**config.mk**
```make
export PLATFORM = sky130hd
export DESIGN_NAME = anchored_pattern_window_search_core
export DESIGN_NICKNAME = d
export VERILOG_FILES = /design/src/rtl/apws_pkg.sv /design/src/rtl/apws_cfg_regs.sv /design/src/rtl/apws_window_cmp.sv /design/src/rtl/anchored_pattern_window_search_core.sv
export SDC_FILE = /design/constraint.sdc
export NUM_CORES = 1
export LEC_CHECK = 0
export BUFFER_PORTS_ARGS = -buffer_cell sky130_fd_sc_hd__buf_2
export CORE_UTILIZATION = 39
export DETAILED_ROUTE_END_ITERATION = 6
export PLACE_DENSITY_LB_ADDON = 0.1
export SKIP_LAST_GASP = 1
export SYNTH_ARGS = -nofsm -noshare
export SYNTH_HDL_FRONTEND = slang
export SYNTH_SLANG_ARGS = --single-unit
```
**constraint.sdc**
```tcl
create_clock -name clk -period 19.86 [get_ports clk]
set_input_delay 0.993 -clock clk [delete_from_list [all_inputs] [get_ports clk]]
set_output_delay 0.993 -clock clk [all_outputs]
set_load 0.02 [all_outputs]
```
**src/rtl/apws_pkg.sv**
```systemverilog
`timescale 1ns / 1ps
// ----------------------------------------------------------------------------
// apws_pkg
// Shared types and constants of the anchored pattern window search.
// ----------------------------------------------------------------------------
package apws_pkg;

	localparam int PAT_BYTES = 16;
	localparam int LEN_W     = 5;
	localparam int MODE_W    = 2;
	localparam int COUNT_W   = 32;
	localparam int OUT_POS_W = 32;
	localparam int CFG_IDX_W = 3;
	localparam int CFG_DAT_W = 64;

	localparam logic [7:0] NEWLINE = 8'h0A;
	localparam logic [COUNT_W-1:0] COUNT_MAX = '1;

	localparam logic [MODE_W-1:0] MODE_ANY        = 2'd0;
	localparam logic [MODE_W-1:0] MODE_LINE_START = 2'd1;
	localparam logic [MODE_W-1:0] MODE_LINE_END   = 2'd2;

	localparam logic [CFG_IDX_W-1:0] REG_PATTERN_LOW  = 3'd0;
	localparam logic [CFG_IDX_W-1:0] REG_PATTERN_HIGH = 3'd1;
	localparam logic [CFG_IDX_W-1:0] REG_PATTERN_LEN  = 3'd2;
	localparam logic [CFG_IDX_W-1:0] REG_SEARCH_MODE  = 3'd3;
	localparam logic [CFG_IDX_W-1:0] REG_START_OFFSET = 3'd4;

	typedef struct packed {
		logic [63:0]        pattern_low;
		logic [63:0]        pattern_high;
		logic [LEN_W-1:0]   pattern_len;
		logic [MODE_W-1:0]  search_mode;
		logic [31:0]        start_offset;
	} cfg_t;

endpackage

```
**src/rtl/apws_cfg_regs.sv**
```systemverilog
`timescale 1ns / 1ps
// ----------------------------------------------------------------------------
// apws_cfg_regs
// Configuration register file: pattern, length, mode and start offset.
// ----------------------------------------------------------------------------
module apws_cfg_regs (
	input  logic                           clk,
	input  logic                           arst_n,
	input  logic                           cfg_valid,
	output logic                           cfg_ready,
	input  logic [apws_pkg::CFG_IDX_W-1:0] cfg_index,
	input  logic [apws_pkg::CFG_DAT_W-1:0] cfg_data,
	output apws_pkg::cfg_t                 cfg
);

	apws_pkg::cfg_t cfg_q;

	assign cfg_ready = 1'b1;
	assign cfg       = cfg_q;

	always_ff @(posedge clk or negedge arst_n) begin
		if (!arst_n) begin
			cfg_q <= '0;
		end else if (cfg_valid && cfg_ready) begin
			case (cfg_index)
				apws_pkg::REG_PATTERN_LOW: begin
					cfg_q.pattern_low <= cfg_data;
				end
				apws_pkg::REG_PATTERN_HIGH: begin
					cfg_q.pattern_high <= cfg_data;
				end
				apws_pkg::REG_PATTERN_LEN: begin
					cfg_q.pattern_len <= cfg_data[apws_pkg::LEN_W-1:0];
				end
				apws_pkg::REG_SEARCH_MODE: begin
					cfg_q.search_mode <= cfg_data[apws_pkg::MODE_W-1:0];
				end
				apws_pkg::REG_START_OFFSET: begin
					cfg_q.start_offset <= cfg_data[31:0];
				end
				default: begin
				end
			endcase
		end
	end

endmodule

```
**src/rtl/apws_window_cmp.sv**
```systemverilog
`timescale 1ns / 1ps
// ----------------------------------------------------------------------------
// apws_window_cmp
// Parallel compare of the newest pattern_len window bytes with the pattern.
// ----------------------------------------------------------------------------
module apws_window_cmp #(
	parameter int MAX_PATTERN = 16
) (
	input  logic [MAX_PATTERN*8-1:0]       win,
	input  logic [63:0]                    pattern_low,
	input  logic [63:0]                    pattern_high,
	input  logic [apws_pkg::LEN_W-1:0]     pattern_len,
	input  logic                           len_ok,
	output logic                           equal
);

	logic [apws_pkg::PAT_BYTES*8-1:0] pat;
	logic [MAX_PATTERN-1:0]           byte_ok;

	assign pat = {pattern_high, pattern_low};

	for (genvar j = 0; j < MAX_PATTERN; j++) begin : g_byte
		logic                         in_use;
		logic [apws_pkg::LEN_W-1:0]   idx;
		logic [7:0]                   pb;

		assign in_use = j < int'(pattern_len);
		assign idx    = pattern_len - apws_pkg::LEN_W'(j) - apws_pkg::LEN_W'(1);
		assign pb     = idx[apws_pkg::LEN_W-1] ? 8'h00 : pat[8*idx[3:0] +: 8];
		assign byte_ok[j] = !in_use || (win[8*j +: 8] == pb);
	end

	assign equal = len_ok && (&byte_ok);

endmodule

```
**src/rtl/anchored_pattern_window_search_core.sv**
```systemverilog
`timescale 1ns / 1ps
// ----------------------------------------------------------------------------
// anchored_pattern_window_search_core
// Streaming fixed-string search with line-start and line-end anchoring.
// Each byte is registered in the input stage; its result is registered when that stage advances.
// Throughput: one byte per cycle while data_stall is low, set by the combinational window compare.
// data_stall rises only while a result waits and result_stall is high.
// Reset clears the window, byte count, done flag and valid flags, and re-arms the anchors.
// ----------------------------------------------------------------------------
module anchored_pattern_window_search_core #(
	parameter int MAX_PATTERN = 16,
	parameter int POS_WIDTH   = 32
) (
	input  logic                           clk,
	input  logic                           arst_n,
	input  logic                           cfg_valid,
	output logic                           cfg_ready,
	input  logic [apws_pkg::CFG_IDX_W-1:0] cfg_index,
	input  logic [apws_pkg::CFG_DAT_W-1:0] cfg_data,
	input  logic                           data_valid,
	output logic                           data_stall,
	input  logic [7:0]                     data_byte,
	input  logic                           last_byte,
	output logic                           result_valid,
	input  logic                           result_stall,
	output logic                           found,
	output logic [apws_pkg::OUT_POS_W-1:0] position
);

	localparam int CW = apws_pkg::COUNT_W;

	apws_pkg::cfg_t cfg;

	logic       valid_s1;
	logic [7:0] byte_s1;
	logic       last_s1;

	logic [7:0]    win_q [MAX_PATTERN];
	logic [CW-1:0] seen_q;
	logic [7:0]    bbw_q;
	logic          at_start_q;
	logic          done_q;

	logic                           out_valid_q;
	logic                           found_q;
	logic [apws_pkg::OUT_POS_W-1:0] position_q;

	logic                     advance;
	logic                     len_ok;
	logic [MAX_PATTERN*8-1:0] win_old;
	logic [MAX_PATTERN*8-1:0] win_new;
	logic                     eq_old;
	logic                     eq_new;
	logic [CW-1:0]            seen_new;
	logic                     prev_ge;
	logic                     new_ge;
	logic [7:0]               out_byte;
	logic                     slide;
	logic [7:0]               bbw_next;
	logic                     at_start_next;
	logic                     take;
	logic                     hit_nl;
	logic                     hit_win;
	logic                     hit;
	logic [CW-1:0]            count;
	logic [POS_WIDTH-1:0]     pos;

	apws_cfg_regs u_cfg (
		.clk       (clk),
		.arst_n    (arst_n),
		.cfg_valid (cfg_valid),
		.cfg_ready (cfg_ready),
		.cfg_index (cfg_index),
		.cfg_data  (cfg_data),
		.cfg       (cfg)
	);

	assign advance    = valid_s1 && (!out_valid_q || !result_stall);
	assign data_stall = valid_s1 && !advance;

	assign len_ok = (cfg.pattern_len != '0) && (int'(cfg.pattern_len) <= MAX_PATTERN);

	always_comb begin
		for (int k = 0; k < MAX_PATTERN; k++) begin
			win_old[8*k +: 8] = win_q[k];
		end
		win_new[7:0] = byte_s1;
		for (int k = 1; k < MAX_PATTERN; k++) begin
			win_new[8*k +: 8] = win_q[k-1];
		end
	end

	apws_window_cmp #(.MAX_PATTERN(MAX_PATTERN)) u_cmp_old (
		.win          (win_old),
		.pattern_low  (cfg.pattern_low),
		.pattern_high (cfg.pattern_high),
		.pattern_len  (cfg.pattern_len),
		.len_ok       (len_ok),
		.equal        (eq_old)
	);

	apws_window_cmp #(.MAX_PATTERN(MAX_PATTERN)) u_cmp_new (
		.win          (win_new),
		.pattern_low  (cfg.pattern_low),
		.pattern_high (cfg.pattern_high),
		.pattern_len  (cfg.pattern_len),
		.len_ok       (len_ok),
		.equal        (eq_new)
	);

	always_comb begin
		out_byte = 8'h00;
		for (int k = 0; k < MAX_PATTERN; k++) begin
			if (k == int'(cfg.pattern_len) - 1) begin
				out_byte = win_q[k];
			end
		end
	end

	assign seen_new = (seen_q == apws_pkg::COUNT_MAX) ? seen_q : seen_q + CW'(1);
	assign prev_ge  = seen_q >= CW'(cfg.pattern_len);
	assign new_ge   = seen_new >= CW'(cfg.pattern_len);

	assign slide         = len_ok && prev_ge;
	assign bbw_next      = slide ? out_byte : bbw_q;
	assign at_start_next = slide ? 1'b0 : at_start_q;

	always_comb begin
		case (cfg.search_mode)
			apws_pkg::MODE_ANY:        take = 1'b1;
			apws_pkg::MODE_LINE_START: take = at_start_next || (bbw_next == apws_pkg::NEWLINE);
			apws_pkg::MODE_LINE_END:   take = last_s1;
			default:                   take = 1'b0;
		endcase
	end

	assign hit_nl  = (cfg.search_mode == apws_pkg::MODE_LINE_END) && prev_ge
		&& (byte_s1 == apws_pkg::NEWLINE) && eq_old;
	assign hit_win = !hit_nl && new_ge && eq_new && take;
	assign hit     = hit_nl || hit_win;

	assign count = hit_nl ? seen_q : seen_new;
	assign pos   = POS_WIDTH'(cfg.start_offset) + POS_WIDTH'(count)
		- POS_WIDTH'(cfg.pattern_len);

	always_ff @(posedge clk or negedge arst_n) begin
		if (!arst_n) begin
			valid_s1 <= 1'b0;
		end else if (data_valid && !data_stall) begin
			valid_s1 <= 1'b1;
		end else if (advance) begin
			valid_s1 <= 1'b0;
		end
	end

	always_ff @(posedge clk) begin
		if (data_valid && !data_stall) begin
			byte_s1 <= data_byte;
			last_s1 <= last_byte;
		end
	end

	always_ff @(posedge clk or negedge arst_n) begin
		if (!arst_n) begin
			for (int k = 0; k < MAX_PATTERN; k++) begin
				win_q[k] <= 8'h00;
			end
			seen_q     <= '0;
			bbw_q      <= 8'h00;
			at_start_q <= 1'b1;
			done_q     <= 1'b0;
		end else if (advance) begin
			if (last_s1) begin
				for (int k = 0; k < MAX_PATTERN; k++) begin
					win_q[k] <= 8'h00;
				end
				seen_q     <= '0;
				bbw_q      <= 8'h00;
				at_start_q <= 1'b1;
				done_q     <= 1'b0;
			end else if (!done_q) begin
				for (int k = 0; k < MAX_PATTERN; k++) begin
					win_q[k] <= win_new[8*k +: 8];
				end
				seen_q     <= seen_new;
				bbw_q      <= bbw_next;
				at_start_q <= at_start_next;
				done_q     <= hit;
			end
		end
	end

	always_ff @(posedge clk or negedge arst_n) begin
		if (!arst_n) begin
			out_valid_q <= 1'b0;
		end else if (advance) begin
			out_valid_q <= !done_q && (hit || last_s1);
		end else if (!result_stall) begin
			out_valid_q <= 1'b0;
		end
	end

	always_ff @(posedge clk) begin
		if (advance) begin
			found_q    <= hit;
			position_q <= hit ? apws_pkg::OUT_POS_W'(pos) : '0;
		end
	end

	assign result_valid = out_valid_q;
	assign found        = found_q;
	assign position     = position_q;

endmodule

```
==> out/metrics.yaml <==
place:
  post-place-ws_ps: 8560
  io_buffers: 115
  detailed_place.area_sq_mm: 0.0329
  place_congestion: 1.06
  post-dp-hpwl_um: 115000
clock_network:
  max_buffers_root_to_sink: 3
  cts_resized: 0
  path_clk_slew_ps: 60
  maximum_level_of_the_cts_h_tree: 2
  numClockSinks: 381
  clk_root_buffer_cell: "clkbuf_16"
  worst_skew_pair.late_latency_ps: 620
  cts_tree: "built"
  tritoncts.num_buffers: 45
  post-cts-setup-buffers: 0
  post_cts_hold_buffer_count: 0
yosys:
  asyncSetResetFlopFracSynth_pct: 89.0
  synth_fa_ha_area_share_pct: 3.85
  ys_top_cells_by_count: "dfrtp_1 (338), nand2_1 (268), o21ai_0 (194)"
  yosys_register_bits: 381
  synth-main-ff-cell: "dfrtp_1"
  syn-instance-count: 3306
  post-synth-top-count-cell: "dfrtp_1"
  synth_seq_area_share_pct: 30.9
  synth_top_family_by_area: "multiplexers"
  syn_avg_cell_area_sq_um: 9.53
  synth.cell_area_sq_mm: 0.0315
  edff_count_synth: 42
  synth_nets: 3481
  synthesis.yosys.warnings: 0
  post_synth_xor_area_fraction_pct: 8.06
  netlist_top_cells_area: "dfrtp_1 (27%), mux4_2 (8.2%), mux2_2 (6.8%)"
  synth.lib_cells_used.distinct: 97
  synth_top_cell_by_area: "dfrtp_1"
  synth_simple_gate_area_share_pct: 14.5
  synth_compound_area_share_pct: 18.0
  synth_mux_area_share_pct: 19.6
  synth_largest_type_area_fraction_pct: 26.8
routing:
  route.vias.total: 29100
  drcViolationCount: 4
  remaining_antenna_violation_count: 0
  drt-total-wl_um: 146000
  vias_per_cell: 6.64
  avgRoutedWirePerCell_um: 33.3
  detailedRoute.firstPassIterationCount: 7
  drt_iter0_drc: 3204
sta:
  setup_ws_ps: 8530
  worstMarginPinSlew_ps: 1350
  setup_viol_count_final: 0
  timing.slew.headroom_pct: 9.77
  grt_setup_unrepaired: "false"
  fin_skew_ps: 18.4
  max_freq_mhz: 88.2
  finalCritPeriodShare_pct: 57.1
  totalNegativeSetupSlack_ps: 0
  min_period_ps: 11330
  final_hold_viol_count: 0
  timing.final.max_slew_violations: 0
setup_path:
  critPathMaxFanout: 59
  slowest_stage: "o41ai_1"
  rrSetupSlack_ps: 8530
  worstSetupEndpointType: "register"
  worstSetupStartpointType: "register"
  crit_path_max_incr_delay_ps: 670
  critical_path_start_end_classification: "reg2reg"
  worst_r2r_path_depth: 32
  cp_data_required_time_ps: 20200
  worst_r2r_startpoint: "u_cfg.cfg[35]"
  reg2reg_to: "position[31]"
  critPathArrivalTime_ps: 11670
  worst_path_most_repeated_cell: "buf_4"
floorplan:
  initial_core_util_pct: 39.6
  core_area_sq_mm: 0.0795
  design.die.area_sq_mm: 0.0819
  floorplan.rows: 103
  die_h_um: 286
  io_pins: 117
  die_x_um: 286
pwr:
  power.share.switching_pct: 49.1
  power_frac_seq_pct: 21.5
  post-layout-total-power_w: 0.00475
  combPwrFrac_pct: 60.2
  intPower_w: 0.00242
  net-switching-power_w: 0.00233
  max_rail_drop_vdd_uv: 71.4
  leakagePower_nw: 14.3
  power_density_mw_per_mm2: 138
  clockPowerShare_pct: 18.3
status:
  violations: "DRC"
  status: "finished, violations left"
cells_and_area:
  nets: 3475
  post-route-cell-area_sq_mm: 0.0345
  post_route_cells_drive_above_1_share_pct: 18.6
  area_growth_pct: 9.44
global_routing:
  grt-ovfl-total: 0
  antenna_violations_before_repair: 5
  grt_max_degree: 146
  track_usage_pct: 34.9
  vias_in_the_first_global_route: 27000
  grt_pass1_wl_um: 206000
run:
  drv_cap: 0
worst_hold_path:
  hp-class: "in2async"
[layout by cell type (no fill, tap or decap), types with 124 or more instances in the layout]
cell type,count
mux2_2,190
mux2i_1,137
o21ai_0,194
inv_1,132
xnor2_1,126
nor3_1,124
nand2_1,268
dfrtp_1,336
xor2_1,150
a22o_1,135
[flip-flops by register name (all words and copies together), names as in the netlist, 8 cells and up]
name / flops
bbw_q: 8
seen_q: 32
win_old: 8
u_cfg.cfg: 167
position: 32
win_new: 120
byte_s1: 8
[kinds of logic after synthesis]
logic type,Yosys count
AND/OR/NAND/NOR,909
AO/OA/AOI/OAI,826
multiplexers,447
flip-flops,381
buffers and inverters,362
XOR/XNOR,286
adder cells (fa/ha/maj),94
other,1
[metrics by stage]
stage | std cells | hold slack [ps] | utilization (%)
after detailed placement | 4303 | 478 | 41.4
final | 4386 | 311 | 43.4
after global placement | 4303 | 465 | 41.4
after floorplan | 3306 | 442 | -
after global routing | 4385 | 343 | 43.4
after CTS | 4384 | 332 | 43.4
[worst max path at each step]
stage,startpoint,end,slack (ps),depth (start not counted)
after floorplan,u_cfg.cfg[36],position[29],11590,30
after global placement,u_cfg.cfg[35],position[31],8540,31
after detailed placement,u_cfg.cfg[35],position[31],8560,31
after CTS,u_cfg.cfg[35],position[31],8490,31
after global routing,u_cfg.cfg[35],position[31],7650,31
final,u_cfg.cfg[35],position[31],8530,32
[area by class of cell]
type	instances	area, sq um
Antenna cell	2	5.00
Clock buffer	66	1350
Clock inverter	15	205
Fill cell	7644	45000
Inverter	135	507
Multi-Input combinational cell	2563	20300
Sequential cell	381	9750
Tap cell	1050	1310
Timing Repair Buffer	174	1040
[routing by layer]
metal	routed length (um)	GRT usage, %	share of wire [%]	vias up
met5	0	0	0	-
met1	63500	49.0	43	14900
li1	-	-	-	12500
met3	12600	7.40	8.7	298
met4	6750	14.0	4.6	0
met2	63100	52.2	43	1456
[worst max-delay path, delay by kind of cell (launching register included)]
kind	cells	cell delay, ps
mux	3	840
xor+xnor	1	290
fa+ha+maj	3	1340
compound gates	13	4210
simple gates	6	1210
buf+inv	6	2720
flops	1	340
[power by group through the flow]
stage | Clock [W] | Combinational (W) | Sequential (W)
2_1_floorplan | 0 | 0.00184 | 0.000963
3_3_place_gp | 0 | 0.00276 | 0.00103
3_5_place_dp | 0 | 0.00277 | 0.00103
4_1_cts | 0.000890 | 0.00278 | 0.00102
5_1_grt | 0.000922 | 0.00299 | 0.00103
6_report | 0.000871 | 0.00286 | 0.00102
Note: power is estimated with default switching activity, not from simulation.
